--- src/rtl/core/tpc_pkg.sv ---
// ----------------------------------------------------------------------------
// tpc_pkg
// Shared sizes, codes and interface structs of the trie prefix counter.
// ----------------------------------------------------------------------------
package tpc_pkg;

    // Pool and alphabet sizing
    localparam int NODE_COUNT    = 4096;
    localparam int ALPHABET_SIZE = 26;
    localparam int COUNT_BITS    = 24;

    // Fixed field widths of the item ports
    localparam int LETTER_W    = 5;
    localparam int OUT_COUNT_W = 24;

    // Letter modes as carried on i_mode
    localparam logic MODE_INSERT = 1'b0;
    localparam logic MODE_QUERY  = 1'b1;

    // Derived widths
    localparam int NODE_W      = $clog2(NODE_COUNT);
    localparam int CHILD_DEPTH = NODE_COUNT * ALPHABET_SIZE;
    localparam int ADDR_W      = $clog2(CHILD_DEPTH);
    localparam int ALU_W       = ((ADDR_W > COUNT_BITS) ? ADDR_W : COUNT_BITS) + 1;
    localparam int LETTER_CMP_W =
        (LETTER_W > $clog2(ALPHABET_SIZE + 1)) ? LETTER_W : $clog2(ALPHABET_SIZE + 1);
    localparam int CNT_EXT_W   = (COUNT_BITS > OUT_COUNT_W) ? COUNT_BITS : OUT_COUNT_W;

    localparam logic [COUNT_BITS-1:0] COUNT_MAX = '1;

    // Sequencer states
    typedef enum logic [2:0] {
        ST_CLEAR,
        ST_IDLE,
        ST_SLOT,
        ST_CHILD,
        ST_COUNT,
        ST_FINISH,
        ST_RESULT
    } t_state;

    // Shared unit operations
    typedef enum logic {
        ALU_SLOT,
        ALU_INC
    } t_alu_op;

    typedef struct packed {
        t_alu_op           op;
        logic [ALU_W-1:0]  a;
        logic [ALU_W-1:0]  b;
        logic [ALU_W-1:0]  lim;
    } t_alu_req;

    typedef struct packed {
        logic [ALU_W-1:0]  y;
        logic              over;
    } t_alu_rsp;

    typedef struct packed {
        logic              we;
        logic [ADDR_W-1:0] waddr;
        logic [NODE_W-1:0] wdata;
        logic              re;
        logic [ADDR_W-1:0] raddr;
    } t_child_req;

    typedef struct packed {
        logic                  we;
        logic [NODE_W-1:0]     waddr;
        logic [COUNT_BITS-1:0] wdata;
        logic                  re;
        logic [NODE_W-1:0]     raddr;
    } t_count_req;

endpackage

--- src/rtl/core/tpc_alu.sv ---
// ----------------------------------------------------------------------------
// tpc_alu
// Shared arithmetic unit: slot address (node * alphabet + letter) or
// increment, with a compare of the result against a limit.
// ----------------------------------------------------------------------------
module tpc_alu (
    input  tpc_pkg::t_alu_req i_req,
    output tpc_pkg::t_alu_rsp o_rsp
);

    logic [tpc_pkg::ALU_W-1:0] w_y;

    // Select the operation
    always_comb begin
        unique case (i_req.op)
            tpc_pkg::ALU_SLOT: begin
                w_y = i_req.a * tpc_pkg::ALU_W'(tpc_pkg::ALPHABET_SIZE) + i_req.b;
            end
            tpc_pkg::ALU_INC: begin
                w_y = i_req.a + tpc_pkg::ALU_W'(1);
            end
            default: begin
                w_y = '0;
            end
        endcase
    end

    // Flag a result beyond the limit
    assign o_rsp.y    = w_y;
    assign o_rsp.over = (w_y > i_req.lim);

endmodule

--- config.mk ---
export PLATFORM = sky130hd
export DESIGN_NAME = tpc_alu
export DESIGN_NICKNAME = d
export VERILOG_FILES = /design/src/rtl/core/tpc_pkg.sv /design/src/rtl/core/tpc_alu.sv
export SDC_FILE = /design/constraint.sdc
export NUM_CORES = 1
export LEC_CHECK = 0
export ABC_AREA = 1
export BUFFER_PORTS_ARGS = -buffer_cell sky130_fd_sc_hd__buf_4
export CAP_MARGIN = 20
export CORE_UTILIZATION = 43
export DETAILED_ROUTE_END_ITERATION = 8
export PLACE_DENSITY = 0.61
export SLEW_MARGIN = 20
export SYNTH_ARGS = -nofsm -noshare
export SYNTH_HDL_FRONTEND = slang
export SYNTH_SLANG_ARGS = --single-unit
export TNS_END_PERCENT = 1
--- constraint.sdc ---
create_clock -name vclk -period 10.86
set_clock_uncertainty 0.05 [all_clocks]
set_input_delay 0.543 -clock vclk [all_inputs]
set_output_delay 0.543 -clock vclk [all_outputs]
set_load 0.01 [all_outputs]
==> flow_summary.ini <==
[outcome]
status = finished clean

[layout]
drive_gt1_frac = 0.158
syn_to_final_growth_pct = 19.0
layout_common_cells = nand2_1 (175), inv_1 (139), buf_4 (102)
layout_commonest_cell = nand2_1
nets = 1091
seq_cells = 0
regArea_um2 = 0
num-clock-buffers = 0
diodes = 0

[logic_synthesis]
ys_types = 39
syn-cell-area_um2 = 4860
ys_warn_count = 0
synth-seq-area-share = 0
syn_inst = 799
avgSynthCellArea_um2 = 6.08
synthesis.nets = 992

[route]
remaining_drc_errors = 0
wire_per_inst_um = 16.1
drtIter0Drc = 291
drt_first_pass_iters = 5
drt-total-wl_mm = 16.6
vias = 5542
drt-vias-per-instance = 5.35
detail-route-antenna-nets = 0

[global_route]
grt-ovfl-total = 0
grt_max_degree = 32
grt_pass1_vias = 5368
grt_usage = 0.286
antenna_found_initial = 0
grt_first_pass_wirelength_mm = 25.9

[floorplan]
die_x_um = 108
fp.dieH_um = 108
core-area_um2 = 10900
start_util = 0.444
io-pin-count = 102
rows = 38
die-area_um2 = 11700

[placed_design]
io_buffers = 102
dp_slack_ns = 4.61
hpwlAfterDp_mm = 14.9
gp_congestion = 0.914

[worst_setup_path]
path_max_fanout = 6
start_kind = input pin
cpPeakStageDelay_ns = 0.50
end_kind = output pin
crit_path_frequent_cell = ha_1
crit_type = in -> out
slowest_stage = fa_1
cp.arrival_ns = 5.70
cp.required_ns = 10.27

[sta]
fin_crit_ns = 6.29
setup_viol = 0
finalMaxSlewViolations = 0
fmax_mhz = 159
rsz0062_at_grt = false
final.period_utilization = 0.579
worst_pin_slew_ns = 1.01
timing.final.ws_setup_ns = 4.57
slew_headroom = 0.327
setup_tns_ns = 0
hold_violations = 0

[clock_network]
postCtsSetupBuffers = 0
hold_buffers = 0
ctsResizeCount = 0

[job]
maxCapViolCount = 0

[pwr]
p_leak_nw = 3.25
ir_drop_mv = 0.0836
powerDensity_nw_per_um2 = 175

[hold_path]
holdCritPathClass = in -> out
==> path summary, 6_finish.rpt <==
path	startpoint	end	cells past startpoint
worst max-delay path	i_req[50]	o_rsp[0]	29
worst min-delay path	i_req[25]	o_rsp[1]	4
==> critical path: cells and delay by family <==
kind / cells / cell delay, ns
adders and majority gates: 6 / 2.00
AOI/OAI and AO/OA: 6 / 1.22
xor gates and xnor gates: 1 / 0.18
and+or+nand+nor: 11 / 1.25
buffers and inverters: 5 / 0.49
==> Yosys cell counts, drive strengths merged <==
master | number | area, µm²
nand2 | 189 | 744
inv | 142 | 533
ha | 98 | 1230
a21oi | 77 | 404
nor2 | 66 | 275
o21ai | 57 | 289
nand3 | 52 | 270
xor2 | 25 | 219
fa | 19 | 380
nand4 | 17 | 106
nor3 | 11 | 65.1
xnor2 | 10 | 87.6
a21o | 9 | 67.6
clkbuf | 4 | 15.0
a211oi | 3 | 22.5
nor4 | 3 | 33.8
or2 | 3 | 18.8
a21boi | 2 | 15.0
nand3b | 2 | 15.0
o21bai | 2 | 15.0
a31o | 1 | 8.76
a31oi | 1 | 6.26
and2 | 1 | 6.26
buf | 1 | 5.00
o211ai | 1 | 7.51
o21a | 1 | 7.51
o22ai | 1 | 6.26
o31ai | 1 | 7.51
==> where the power goes <==
group | switching (mW) | internal (mW)
registers | 0 | 0
logic | 0.635 | 0.374
clock network | 0 | 0
==> cell families (layout without fill, tap and decap cells) <==
logic type	count (synthesis)	after routing	synth area share
AOI/OAI and AO/OA	156	156	0.176
buffers and inverters	147	244	0.114
and+or+nand+nor	344	344	0.316
adders and majority gates	117	117	0.331
xor gates and xnor gates	35	35	0.0631
==> metal layers <==
metal | track usage | routed length [µm]
met5 | 0 | 0
met4 | 0.0386 | 233
met3 | 0.00362 | 729
met2 | 0.526 | 8030
met1 | 0.382 | 7640
==> final cells by class <==
type                       instances  area, µm²
multi-input combinational        652       4310
inverter                         142        533
fill                            1156       5160
tap                              140        175
timing repair buffer             102        766
==> metrics by stage <==
stage	instance area, µm²	util	power, mW	std cells	hold slack, ns
3_3_place_gp	5780	0.528	0.983	1036	1.39
3_5_place_dp	5780	0.528	0.995	1036	1.39
2_1_floorplan	4860	-	0.696	799	1.19
6_report	5780	0.528	1.01	1036	1.40
4_1_cts	5780	0.528	0.999	1036	1.39
5_1_grt	5780	0.528	1.13	1036	1.43
(Power assumes the default switching activity.)
