==> src/rtl/core/tpc_pkg.sv <==
// ----------------------------------------------------------------------------
// tpc_pkg
// Shared sizes, codes and interface structs of the trie prefix counter.
// ----------------------------------------------------------------------------
package tpc_pkg;

    // Pool and alphabet sizing
    localparam int NODE_COUNT    = 4096;
    localparam int ALPHABET_SIZE = 26;
    localparam int COUNT_BITS    = 24;

    // Fixed field widths of the item ports
    localparam int LETTER_W    = 5;
    localparam int OUT_COUNT_W = 24;

    // Letter modes as carried on i_mode
    localparam logic MODE_INSERT = 1'b0;
    localparam logic MODE_QUERY  = 1'b1;

    // Derived widths
    localparam int NODE_W      = $clog2(NODE_COUNT);
    localparam int CHILD_DEPTH = NODE_COUNT * ALPHABET_SIZE;
    localparam int ADDR_W      = $clog2(CHILD_DEPTH);
    localparam int ALU_W       = ((ADDR_W > COUNT_BITS) ? ADDR_W : COUNT_BITS) + 1;
    localparam int LETTER_CMP_W =
        (LETTER_W > $clog2(ALPHABET_SIZE + 1)) ? LETTER_W : $clog2(ALPHABET_SIZE + 1);
    localparam int CNT_EXT_W   = (COUNT_BITS > OUT_COUNT_W) ? COUNT_BITS : OUT_COUNT_W;

    localparam logic [COUNT_BITS-1:0] COUNT_MAX = '1;

    // Sequencer states
    typedef enum logic [2:0] {
        ST_CLEAR,
        ST_IDLE,
        ST_SLOT,
        ST_CHILD,
        ST_COUNT,
        ST_FINISH,
        ST_RESULT
    } t_state;

    // Shared unit operations
    typedef enum logic {
        ALU_SLOT,
        ALU_INC
    } t_alu_op;

    typedef struct packed {
        t_alu_op           op;
        logic [ALU_W-1:0]  a;
        logic [ALU_W-1:0]  b;
        logic [ALU_W-1:0]  lim;
    } t_alu_req;

    typedef struct packed {
        logic [ALU_W-1:0]  y;
        logic              over;
    } t_alu_rsp;

    typedef struct packed {
        logic              we;
        logic [ADDR_W-1:0] waddr;
        logic [NODE_W-1:0] wdata;
        logic              re;
        logic [ADDR_W-1:0] raddr;
    } t_child_req;

    typedef struct packed {
        logic                  we;
        logic [NODE_W-1:0]     waddr;
        logic [COUNT_BITS-1:0] wdata;
        logic                  re;
        logic [NODE_W-1:0]     raddr;
    } t_count_req;

endpackage

==> src/rtl/core/tpc_ctrl.sv <==
// ----------------------------------------------------------------------------
// tpc_ctrl
// Sequencer of the trie walk: clears the child table after reset, then runs
// each letter through slot lookup, allocation and count update on the shared
// unit, and holds finished results in an output register.
// ----------------------------------------------------------------------------
module tpc_ctrl (
    input  logic                              i_clk,
    input  logic                              i_rst_n,
    input  logic                              i_in_valid,
    output logic                              o_in_stall,
    input  logic                              i_mode,
    input  logic [tpc_pkg::LETTER_W-1:0]      i_letter,
    input  logic                              i_word_end,
    output logic                              o_out_valid,
    input  logic                              i_out_stall,
    output logic [tpc_pkg::OUT_COUNT_W-1:0]   o_prefix_count,
    output logic                              o_pool_full,
    output tpc_pkg::t_alu_req                 o_alu_req,
    input  tpc_pkg::t_alu_rsp                 i_alu_rsp,
    output tpc_pkg::t_child_req               o_child_req,
    input  logic [tpc_pkg::NODE_W-1:0]        i_child_rdata,
    output tpc_pkg::t_count_req               o_count_req,
    input  logic [tpc_pkg::COUNT_BITS-1:0]    i_count_rdata
);

    tpc_pkg::t_state r_state, n_state;

    logic                             r_mode, n_mode;
    logic [tpc_pkg::LETTER_W-1:0]     r_letter, n_letter;
    logic                             r_word_end, n_word_end;
    logic [tpc_pkg::NODE_W-1:0]       r_cursor, n_cursor;
    logic [tpc_pkg::NODE_W-1:0]       r_free, n_free;
    logic                             r_missed, n_missed;
    logic                             r_overflowed, n_overflowed;
    logic [tpc_pkg::ADDR_W-1:0]       r_slot, n_slot;
    logic [tpc_pkg::ADDR_W-1:0]       r_clr, n_clr;
    logic                             r_out_valid, n_out_valid;
    logic [tpc_pkg::OUT_COUNT_W-1:0]  r_out_count, n_out_count;
    logic                             r_out_full, n_out_full;

    logic                             w_dead;
    logic                             w_letter_ok;
    logic [tpc_pkg::CNT_EXT_W-1:0]    w_cnt_ext;

    assign w_dead      = r_missed | r_overflowed;
    assign w_letter_ok = tpc_pkg::LETTER_CMP_W'(i_letter)
                         < tpc_pkg::LETTER_CMP_W'(tpc_pkg::ALPHABET_SIZE);
    assign w_cnt_ext   = tpc_pkg::CNT_EXT_W'(i_count_rdata);

    // State and control registers
    always_ff @(posedge i_clk) begin
        if (!i_rst_n) begin
            r_state      <= tpc_pkg::ST_CLEAR;
            r_cursor     <= '0;
            r_free       <= '0;
            r_missed     <= 1'b0;
            r_overflowed <= 1'b0;
            r_clr        <= '0;
            r_out_valid  <= 1'b0;
        end else begin
            r_state      <= n_state;
            r_cursor     <= n_cursor;
            r_free       <= n_free;
            r_missed     <= n_missed;
            r_overflowed <= n_overflowed;
            r_clr        <= n_clr;
            r_out_valid  <= n_out_valid;
        end
    end

    // Payload registers
    always_ff @(posedge i_clk) begin
        r_mode      <= n_mode;
        r_letter    <= n_letter;
        r_word_end  <= n_word_end;
        r_slot      <= n_slot;
        r_out_count <= n_out_count;
        r_out_full  <= n_out_full;
    end

    // Next state and datapath control
    always_comb begin
        n_state      = r_state;
        n_mode       = r_mode;
        n_letter     = r_letter;
        n_word_end   = r_word_end;
        n_cursor     = r_cursor;
        n_free       = r_free;
        n_missed     = r_missed;
        n_overflowed = r_overflowed;
        n_slot       = r_slot;
        n_clr        = r_clr;
        n_out_valid  = r_out_valid & i_out_stall;
        n_out_count  = r_out_count;
        n_out_full   = r_out_full;

        o_alu_req.op  = tpc_pkg::ALU_INC;
        o_alu_req.a   = '0;
        o_alu_req.b   = '0;
        o_alu_req.lim = '0;

        o_child_req.we    = 1'b0;
        o_child_req.waddr = r_slot;
        o_child_req.wdata = '0;
        o_child_req.re    = 1'b0;
        o_child_req.raddr = '0;

        o_count_req.we    = 1'b0;
        o_count_req.waddr = r_cursor;
        o_count_req.wdata = '0;
        o_count_req.re    = 1'b0;
        o_count_req.raddr = r_cursor;

        unique case (r_state)
            tpc_pkg::ST_CLEAR: begin
                // Sweep the child table to "no child", one entry a cycle
                o_child_req.we    = 1'b1;
                o_child_req.waddr = r_clr;
                o_alu_req.a       = tpc_pkg::ALU_W'(r_clr);
                o_alu_req.lim     = tpc_pkg::ALU_W'(tpc_pkg::CHILD_DEPTH - 1);
                n_clr             = i_alu_rsp.y[tpc_pkg::ADDR_W-1:0];
                if (i_alu_rsp.over) begin
                    n_state = tpc_pkg::ST_IDLE;
                end
            end
            tpc_pkg::ST_IDLE: begin
                // Take the next item; a dead walk or a bad letter skips the lookup
                if (i_in_valid) begin
                    n_mode     = i_mode;
                    n_letter   = i_letter;
                    n_word_end = i_word_end;
                    if (w_dead) begin
                        n_state = tpc_pkg::ST_FINISH;
                    end else if (!w_letter_ok) begin
                        n_missed = 1'b1;
                        n_state  = tpc_pkg::ST_FINISH;
                    end else begin
                        n_state = tpc_pkg::ST_SLOT;
                    end
                end
            end
            tpc_pkg::ST_SLOT: begin
                // Form the slot address and read the child entry
                o_alu_req.op      = tpc_pkg::ALU_SLOT;
                o_alu_req.a       = tpc_pkg::ALU_W'(r_cursor);
                o_alu_req.b       = tpc_pkg::ALU_W'(r_letter);
                o_child_req.re    = 1'b1;
                o_child_req.raddr = i_alu_rsp.y[tpc_pkg::ADDR_W-1:0];
                n_slot            = i_alu_rsp.y[tpc_pkg::ADDR_W-1:0];
                n_state           = tpc_pkg::ST_CHILD;
            end
            tpc_pkg::ST_CHILD: begin
                if (i_child_rdata != '0) begin
                    // Follow an existing child; an insert reads its count
                    n_cursor = i_child_rdata;
                    if (r_mode == tpc_pkg::MODE_QUERY) begin
                        n_state = tpc_pkg::ST_FINISH;
                    end else begin
                        o_count_req.re    = 1'b1;
                        o_count_req.raddr = i_child_rdata;
                        n_state           = tpc_pkg::ST_COUNT;
                    end
                end else if (r_mode == tpc_pkg::MODE_QUERY) begin
                    // Query hits a missing child
                    n_missed = 1'b1;
                    n_state  = tpc_pkg::ST_FINISH;
                end else begin
                    // Allocate a new node unless the pool is used up
                    o_alu_req.a   = tpc_pkg::ALU_W'(r_free);
                    o_alu_req.lim = tpc_pkg::ALU_W'(tpc_pkg::NODE_COUNT - 1);
                    if (i_alu_rsp.over) begin
                        n_overflowed = 1'b1;
                    end else begin
                        n_free            = i_alu_rsp.y[tpc_pkg::NODE_W-1:0];
                        n_cursor          = i_alu_rsp.y[tpc_pkg::NODE_W-1:0];
                        o_child_req.we    = 1'b1;
                        o_child_req.wdata = i_alu_rsp.y[tpc_pkg::NODE_W-1:0];
                        o_count_req.we    = 1'b1;
                        o_count_req.waddr = i_alu_rsp.y[tpc_pkg::NODE_W-1:0];
                        o_count_req.wdata = tpc_pkg::COUNT_BITS'(1);
                    end
                    n_state = tpc_pkg::ST_FINISH;
                end
            end
            tpc_pkg::ST_COUNT: begin
                // Raise the count, saturating at the top
                o_alu_req.a   = tpc_pkg::ALU_W'(i_count_rdata);
                o_alu_req.lim = tpc_pkg::ALU_W'(tpc_pkg::COUNT_MAX);
                if (!i_alu_rsp.over) begin
                    o_count_req.we    = 1'b1;
                    o_count_req.wdata = i_alu_rsp.y[tpc_pkg::COUNT_BITS-1:0];
                end
                n_state = tpc_pkg::ST_FINISH;
            end
            tpc_pkg::ST_FINISH: begin
                // On the last letter fetch the count of the node reached
                if (!r_word_end) begin
                    n_state = tpc_pkg::ST_IDLE;
                end else begin
                    o_count_req.re = !w_dead;
                    n_state        = tpc_pkg::ST_RESULT;
                end
            end
            tpc_pkg::ST_RESULT: begin
                // Load the output register once it is free, then rewind
                if (!r_out_valid || !i_out_stall) begin
                    n_out_valid  = 1'b1;
                    n_out_count  = w_dead ? '0 : w_cnt_ext[tpc_pkg::OUT_COUNT_W-1:0];
                    n_out_full   = r_overflowed;
                    n_cursor     = '0;
                    n_missed     = 1'b0;
                    n_overflowed = 1'b0;
                    n_state      = tpc_pkg::ST_IDLE;
                end
            end
            default: begin
                n_state = tpc_pkg::ST_IDLE;
            end
        endcase
    end

    assign o_in_stall     = (r_state != tpc_pkg::ST_IDLE);
    assign o_out_valid    = r_out_valid;
    assign o_prefix_count = r_out_count;
    assign o_pool_full    = r_out_full;

endmodule

==> config.mk <==
export PLATFORM = sky130hd
export DESIGN_NAME = tpc_ctrl
export DESIGN_NICKNAME = d
export VERILOG_FILES = /design/src/rtl/core/tpc_pkg.sv /design/src/rtl/core/tpc_ctrl.sv
export SDC_FILE = /design/constraint.sdc
export NUM_CORES = 1
export LEC_CHECK = 0
export BUFFER_PORTS_ARGS = -buffer_cell sky130_fd_sc_hd__buf_4
export CAP_MARGIN = 0
export CORE_MARGIN = 3
export CORE_UTILIZATION = 43
export DETAILED_ROUTE_END_ITERATION = 8
export GPL_ROUTABILITY_DRIVEN = 0
export PLACE_DENSITY = 0.89
export SETUP_SLACK_MARGIN = 0.02
export SLEW_MARGIN = 10
export SYNTH_ARGS = -nofsm -noshare
export SYNTH_HDL_FRONTEND = slang
export SYNTH_SLANG_ARGS = --single-unit
export TNS_END_PERCENT = 10
==> constraint.sdc <==
create_clock -name i_clk -period 2.3 [get_ports i_clk]
set_input_delay 0.46 -clock i_clk [delete_from_list [all_inputs] [get_ports i_clk]]
set_output_delay 0.46 -clock i_clk [all_outputs]
set_load 0.03 [all_outputs]
==> key figures <==
Timing
  – Final setup viols: 86
  – Min Tclk post-route: 2521 ps
  – Fin crit share: 1.096
  – Worst setup margin: -220.6 ps
  – Worst slew margin: 0.6668
  – Max-slew violations: 0
  – Hold_ws: 294.9 ps
  – Final hold violations: 0
  – Worst-Margin Slew: 498.3 ps
  – Skew final: 10.72 ps
  – RSZ-0062 raised after global routing: true
  – Max Freq: 396.7 MHz

Synthesis
  – Post-Synthesis Cells: 631
  – Synth Register Bits: 96
  – Avg Inst Size Synth: 9.028 µm²
  – Post-synth EDFFs: 49
  – Post-synthesis sequential area ratio: 0.4235
  – Main area contributors after synthesis: edfxtp_1 26%, dfxtp_1 17%, and2_1 9.8%, nand2_1 8.4%, buf_4 6.1%
  – Dominant cell by count in the synthesized netlist: nand2_1
  – Synth Warn #: 0
  – Post-synth cell types: 52
  – Ys flop type: edfxtp_1
  – Yosys top cell area share: 0.2583
  – Async set-reset flop share out of synthesis: 0
  – Area leader, netlist: edfxtp_1
  – Mapped Area: 5697 µm²
  – Synth cell count leaders: 127 x nand2_1, 89 x and2_1, 49 x edfxtp_1

Routing
  – Vias per inst: 5.175
  – Routed wire length: 18330 µm
  – Routed len/inst: 17.62 µm
  – Remaining DRCs: 0
  – Vias: 5382
  – DR pass1 iterations: 5
  – Drt initial violations: 513
  – Residual antenna-violating net count after detailed routing: 0

Setup path
  – Critical path's top delay family: simple AND/OR/NAND/NOR gates
  – Worst setup SP type: flip-flop
  – Critical path's slowest cell: edfxtp_1
  – CP bufs+invs: 2
  – Critical path class: flip-flop to primary output
  – Worst Path Max Fanout: 14
  – Reg2reg end: r_cursor[3]
  – Worst r2r src: r_state[1]
  – CP Data Required Time: 1840 ps
  – Reg2Reg Setup Slack: 210 ps
  – Crit path largest cell delay: 400 ps
  – R2R depth: 6
  – CP cell instances: and4bb_1, nand4_1, nor2_4, buf_12, mux2_2, buf_6
  – CP arrival: 2060 ps
  – Crit end category: primary output

Worst hold path
  – Hold Path Cell Cnt: 1
  – Hold path startpoint: i_letter[0]
  – Tightest Hold Check Type: input pin to flip-flop
  – Worst Hold End: r_letter[0]

Outcome
  – Outcome: finished, violations left
  – Violated checks: negative setup slack

Final layout
  – Area growth syn-to-layout: 43.99%
  – Diodes inserted: 0
  – NumNets Final: 936
  – Layout cell share with drive strength beyond 1: 0.4044
  – Non-filler cells, final: 1040

Placement
  – Port buffer count: 250
  – Hpwl dp: 13380 µm
  – Placed Cells: 1023

Clock network
  – Number of CTS-inserted buffers: 9
  – Clock Sinks: 96
  – Clock latency on the worst-skew pair: 350 ps
  – Root Driver: clkbuf_16
  – CTS tree: built
  – Clk buf depth: 2
  – Hold bufs inserted after CTS: 0
  – Worst-path clk slew: 60 ps
  – H-tree depth: 3

Floorplanning
  – Die footprint: 14670 µm²
  – Initial Utilization: 0.4460
  – Core Footprint: 12770 µm²
  – Boundary Pins: 274
  – Die Y: 121.1 µm
  – Die X: 121.1 µm
  – Rows: 41

Global routing
  – Largest net degree at the start of global routing: 43
  – First-pass GRT wire length: 27170 µm
  – Gr usage total: 0.2383
  – Number of global-route vias before repair: 4956
  – Initial antenna violation count: 0
  – Overflow after GRT: 0

Power and ir drop
  – Pwr dens: 553.1 nW/µm²
  – Lkg Pwr: 3.626 nW
  – Max IR drop VDD: 0.3817 mV

Job
  – Max-cap violations: 0
==> state kept, by name (all words and copies together), names as in the netlist, 3 cells and up <==
name and cells:
r_clr 17, r_free 12, o_prefix_count 24, r_letter 5, r_cursor 12, r_slot 17, r_state 3
==> kinds of logic after synthesis <==
family | synth area share
and+or+nand+nor | 0.2875
DFF | 0.4235
AOI/OAI and AO/OA | 0.1056
buffers and inverters | 0.09818
muxes | 0.08456
other | 0.0006583
==> through the flow <==
step                      setup TNS, ps  cell area [µm²]  setup WS (ps)  power (W)  utilization
after detailed placement          -1136             7719         -102.4   0.002992       0.6043
after global placement           -495.2             7719         -54.37   0.002977       0.6043
after CTS                         -9792             8120         -194.8   0.004551       0.6357
after global routing             -16850             8203         -273.8   0.004721       0.6422
after floorplan                       0             5783          78.15   0.002569            -
final                            -11070             8203         -220.6   0.004537       0.6422
==> where the power goes <==
| group | internal, W | leakage (nW) | switching [W] |
|---|---|---|---|
| registers | 0.00184 | 0.828 | 0.0000305 |
| clock network | 0.000876 | 0.156 | 0.000692 |
| logic | 0.000408 | 2.64 | 0.000689 |
| total | 0.00313 | 3.63 | 0.00141 |
==> final cells by class <==
class / count / area [µm²]
clock buffers: 9 / 225.2
repair buffers: 289 / 2370
inverters: 5 / 18.77
clock inverters: 7 / 92.59
multi-input cells: 462 / 2869
fillers: 996 / 4571
flip-flops and latches: 96 / 2412
well taps: 172 / 215.2
==> worst max-delay path by stage <==
stage                           startpoint              end  slack [ps]  cells past startpoint
after floorplan                 r_state[2]  o_count_req[15]          80                      7
after global placement    i_child_rdata[3]   o_count_req[0]         -50                      7
after detailed placement  i_child_rdata[3]  o_count_req[11]        -100                      7
after CTS                           r_mode  o_count_req[37]        -190                      6
after global routing                r_mode    o_alu_req[53]        -270                      7
final                               r_mode  o_count_req[37]        -220                      6
==> cells in the final DEF (no fill, tap or decap), types with 5 or more instances in the layout <==
cell,count
inv_1,5
o21ai_0,30
nand2_1,125
and3_1,9
mux2_2,16
a21oi_1,16
nor2_1,19
conb_1,22
and2_1,83
a22o_1,7
buf_4,254
a21boi_0,18
buf_6,26
clkbuf_16,9
edfxtp_1,49
buf_12,7
nor3_1,5
mux2i_1,29
dfxtp_1,47
and2_4,6
a31oi_1,10
nand4b_1,12
==> metal layers <==
layer / wire, µm / part of all wire / GRT usage / vias to the layer above
li1: - / - / - / 2565
met1: 7627 / 0.42 / 0.3260 / 2533
met2: 8771 / 0.48 / 0.3796 / 254
met3: 1522 / 0.083 / 0.04382 / 30
met4: 404 / 0.022 / 0.08215 / 0
met5: 0 / 0 / 0 / -
==> repair_timing <==
item / 4_1_cts / 5_1_grt
gates cloned: 0 / 0
resized for setup: 22 / 24
pin swaps: 2 / 0
endpoints found under the setup margin: 88 / 135
hold endpoints to repair: 0 / 0
setup buffers: 1 / 0
(Power assumes the default switching activity.)
